$ cat src/bwv_ram.sv
// Generic single-write, single-read RAM with registered read data.
// No dependencies.

module bwv_ram #(
    parameter int WIDTH  = 64,
    parameter int DEPTH  = 64,
    parameter int ADDR_W = (DEPTH > 1) ? $clog2(DEPTH) : 1
) (
    input  logic              clk,
    input  logic              wr_en,
    input  logic [ADDR_W-1:0] wr_addr,
    input  logic [WIDTH-1:0]  wr_data,
    input  logic              rd_en,
    input  logic [ADDR_W-1:0] rd_addr,
    output logic [WIDTH-1:0]  rd_data
);

    logic [WIDTH-1:0] mem [DEPTH];

    always_ff @(posedge clk)
    begin
        if (wr_en)
        begin
            mem[wr_addr] <= wr_data;
        end
        if (rd_en)
        begin
            rd_data <= mem[rd_addr];
        end
    end

endmodule

$ cat config.mk
export PLATFORM = sky130hd
export DESIGN_NAME = bwv_ram
export DESIGN_NICKNAME = d
export VERILOG_FILES = /design/src/bwv_ram.sv
export SDC_FILE = /design/constraint.sdc
export NUM_CORES = 2
export LEC_CHECK = 0
export ABC_AREA = 0
export BUFFER_PORTS_ARGS = -buffer_cell sky130_fd_sc_hd__buf_2
export CAP_MARGIN = 20
export CORE_MARGIN = 2
export CORE_UTILIZATION = 55
export CTS_CLUSTER_SIZE = 10
export DETAILED_ROUTE_END_ITERATION = 12
export PLACE_DENSITY = 0.81
export SYNTH_ARGS = -nofsm -noshare
export SYNTH_HDL_FRONTEND = slang
export SYNTH_SLANG_ARGS = --single-unit
export TNS_END_PERCENT = 10
$ cat constraint.sdc
create_clock -name clk -period 11.97 [get_ports clk]
set_clock_uncertainty 0.2 [all_clocks]
set_input_delay 1.197 -clock clk [delete_from_list [all_inputs] [get_ports clk]]
set_output_delay 1.197 -clock clk [all_outputs]
set_load 0.1 [all_outputs]
==> reports/results.md <==
| Parameter | Value | Unit |
|---|---|---|
| Run status | finished, final reports clean | - |
| Global-route wire length before repair | 671100 | um |
| Library cells used by synthesis | 32 | - |
| Multi-input combinational cell area | 0.03076 | mm2 |
| Total GRT Usage | 33.42 | % |
| Total power divided by cell area | 172.4 | mW/mm2 |
| Highest cell delay on the worst timing path | 980 | ps |
| Length of the first detailed-routing pass in iterations | 6 | - |
| Number of violations of the max-capacitance limit | 0 | - |
| End-of-flow core utilization | 61.75 | % |
| Maximum level of the CTS H-tree | 5 | - |
| Sort of element at the end of the critical path | register | - |
| Share of synthesized area occupied by flip-flops and latches | 79.57 | % |
| Initial Util | 55.19 | % |
| Seq. cell area | 0.1249 | mm2 |
| Required time at the worst-slack endpoint | 12520 | ps |
| Number of buffers on the longest clock path | 4 | - |
| Standard cell area after detailed placement | 0.1628 | mm2 |
| Clk Latency, worst-skew pair | 990 | ps |
| Die W | 538.3 | um |
| Area inside the core boundary | 0.2845 | mm2 |
| Most used flip-flop cell after synthesis | sky130_fd_sc_hd__edfxtp_1 | - |
| Synthesized instance count | 6598 | - |
| Max IR drop VDD | 0.2142 | mV |
| Count of final setup violators | 0 | - |
| FP Rows | 196 | - |
| Clock Root Buffer | sky130_fd_sc_hd__clkbuf_16 | - |
| TritonCTS clock tree | built | - |
| Worst-path cell chain | buf_8, nor2b_4, buf_4, buf_4, a22oi_1, and3_1, a211oi_1 | - |
| Avg Inst Size Synth | 23.79 | um2 |
| Violation count after the first detailed-routing iteration | 18626 | - |
| Number of setup buffers added after CTS | 0 | - |
| Max-slew headroom at the worst pin | 12.39 | % |
| Leakage | 54.54 | nW |
| Number of antenna violations at the first check in global routing | 52 | - |
| Ratio of final minimum period to clock period | 41.28 | % |
| Top cells by area, synth | sky130_fd_sc_hd__edfxtp_1 80%, sky130_fd_sc_hd__mux4_2 15%, sky130_fd_sc_hd__mux2i_1 0.86%, sky130_fd_sc_hd__a22oi_1 0.80%, sky130_fd_sc_hd__buf_2 0.54% | - |
| Post-Synthesis Net Count | 6677 | - |
| Fraction of final layout cells with drive strength greater than 1 | 28.12 | % |
| Setup Total Neg Slack | 0 | ps |
| Overall die area | 0.2897 | mm2 |
| Register bit count reported by yosys | 4160 | - |
| Critical path buffer and inverter count | 3 | - |
| Number of warnings reported in the yosys synthesis log | 0 | - |
| Count of pins on the block boundary | 143 | - |
| Quantity of gates resized following cts | 0 | - |
| Detail-routed via count per cell | 7.686 | - |
| PortBufs | 142 | - |
| Via count of the first global-routing pass | 85078 | - |
| Library cell occupying the most area in the post-synthesis netlist | sky130_fd_sc_hd__edfxtp_1 | - |
| Clock-pin slew on the worst setup and hold paths | 60 | ps |
| Fin. max-slew vios | 0 | - |
| Data arrival time of the critical path | 5490 | ps |
| Net count of the finished layout | 7144 | - |
| Count of hold-fix buffers inserted at cts | 0 | - |
| Total half-perimeter wirelength after legalization and detailed placement | 216200 | um |
| Layout area overhead | 11.90 | % |
| Cts bufs inserted | 461 | - |
| Tightest Pin Transition | 1314 | ps |
| Congestion Overflow GR | 0 | - |
| Top cells by count, synth | 4160 x sky130_fd_sc_hd__edfxtp_1, 1024 x sky130_fd_sc_hd__mux4_2, 170 x sky130_fd_sc_hd__buf_2 | - |
| Wirelength per Cell | 45.46 | um |
| Post-synth EDFFs | 4160 | - |
| Cell with the largest stage delay on the worst path | sky130_fd_sc_hd__nor2b_4 | - |
| Die Span Y | 538.3 | um |
| Top-count cell post-synth | sky130_fd_sc_hd__edfxtp_1 | - |
| Nature of the critical path startpoint | primary input | - |
| Final instance area | 0.1757 | mm2 |
| Most used cell along the critical path | sky130_fd_sc_hd__buf_4 | - |
| Area share of the largest cell type after synthesis | 79.57 | % |
| Crit path max-delay family | buffers and inverters | - |
| Fin crit period | 4941 | ps |
| Total Routed Length | 495500 | um |
| Number of remaining DRC errors | 0 | - |
| Fillers | 17166 | - |
| Max Fanout on Critical Path | 93 | - |
| Global placer's final weighted congestion | 0.8193 | - |
| Share of async-settable or async-resettable flops after synthesis | 0 | % |
| Number of antenna-violating nets in the routed design | 0 | - |
| Classification of the worst-slack hold path | primary input to register | - |
| Routed via count | 83780 | - |
| Hold violation total from the final report | 0 | - |
| Highest Clock Rate | 202.4 | MHz |
| Maximum number of pins on one net before global-route repair | 149 | - |
| Unrepaired setup endpoints after global routing | false | - |
| Critical Setup Path Class | primary input to register | - |
| Summed instance area of the synthesized netlist | 0.1570 | mm2 |
| CTS Sinks | 4160 | - |
-- layout make-up --
type / count / area share, %
sequential: 4160 / 71.11
multi-input combinational: 2049 / 17.51
clock buffer: 473 / 6.677
tap: 3762 / 2.679
timing repair buffer: 374 / 1.728
clock inverter: 24 / 0.2016
antenna: 39 / 0.05555
inverter: 19 / 0.04060
-- flip-flops by register name, summed over array words and instances (netlist names) --
| signal | flops |
|---|---|
| mem | 4096 |
| rd_data | 64 |
-- final timing paths --
check / start / to / slack [ps] / cells after the start
max: rd_addr[2] / rd_data[38] / 7030 / 7
min: wr_data[17] / mem[0][17] / 320 / 1
max reg2reg: mem[12][18] / rd_data[18] / 9240 / 5
min reg2reg: mem[54][28] / rd_data[28] / 770 / 4
-- per-stage QoR --
| step | hold slack, ps | instances | power (mW) | setup WS (ps) |
|---|---|---|---|---|
| final | 321.2 | 10900 | 30.28 | 7029 |
| after global routing | 328.9 | 10875 | 30.68 | 6967 |
| after CTS | 579.0 | 10829 | 30.09 | 7276 |
| after detailed placement | 711.9 | 10332 | 18.00 | 6277 |
| after global placement | 697.5 | 10331 | 17.94 | 6358 |
| after floorplan | 664.8 | 6598 | 17.41 | 5137 |
-- cell families after synthesis --
group                  synth area share, %
flip-flops                           79.57
AND/OR/NAND/NOR                      1.235
AO/OA/AOI/OAI                        2.467
buffers and inverters                1.176
multiplexers                         15.55
-- per-layer routing --
metal | vias to the layer above | GRT usage [%] | wire, um
met5 | - | 0 | 103
met4 | 16 | 23.32 | 41880
met3 | 2513 | 9.684 | 81130
met2 | 10109 | 51.52 | 230600
met1 | 41958 | 41.12 | 141800
li1 | 29184 | - | -
-- power breakdown --
| group | total (mW) | internal (mW) | leakage (nW) | switching (mW) |
|---|---|---|---|---|
| Sequential | 16.2 | 16.2 | 37.5 | 0.0736 |
| Clock | 12.4 | 6.87 | 5.92 | 5.57 |
| Combinational | 1.59 | 0.510 | 11.2 | 1.08 |
| Total | 30.3 | 23.6 | 54.5 | 6.73 |
-- cells in the final DEF, fill, tap and decap left out, types with 3 or more instances in the layout --
cell type	count
sky130_fd_sc_hd__a211oi_1	62
sky130_fd_sc_hd__nor2b_1	24
sky130_fd_sc_hd__clkinv_16	5
sky130_fd_sc_hd__o22ai_1	83
sky130_fd_sc_hd__a2bb2oi_1	19
sky130_fd_sc_hd__buf_4	191
sky130_fd_sc_hd__a22o_1	88
sky130_fd_sc_hd__or3_1	29
sky130_fd_sc_hd__and3_1	64
sky130_fd_sc_hd__or2_2	28
sky130_fd_sc_hd__mux2i_1	135
sky130_fd_sc_hd__edfxtp_1	4160
sky130_fd_sc_hd__nand2b_1	9
sky130_fd_sc_hd__mux4_2	1024
sky130_fd_sc_hd__clkinvlp_4	4
sky130_fd_sc_hd__nor2b_4	3
sky130_fd_sc_hd__a31oi_1	18
sky130_fd_sc_hd__clkinv_2	3
sky130_fd_sc_hd__buf_8	4
sky130_fd_sc_hd__buf_16	4
sky130_fd_sc_hd__a22oi_1	168
sky130_fd_sc_hd__inv_6	6
sky130_fd_sc_hd__o221ai_1	38
sky130_fd_sc_hd__clkbuf_16	468
sky130_fd_sc_hd__nor2_4	64
sky130_fd_sc_hd__nor2_1	47
sky130_fd_sc_hd__buf_2	138
sky130_fd_sc_hd__nand3_1	45
sky130_fd_sc_hd__a41oi_1	26
sky130_fd_sc_hd__nand2_1	56
sky130_fd_sc_hd__buf_12	37
sky130_fd_sc_hd__diode_2	39
sky130_fd_sc_hd__clkbuf_1	5
sky130_fd_sc_hd__inv_1	19
No activity file was read; power rests on OpenSTA's default activity.
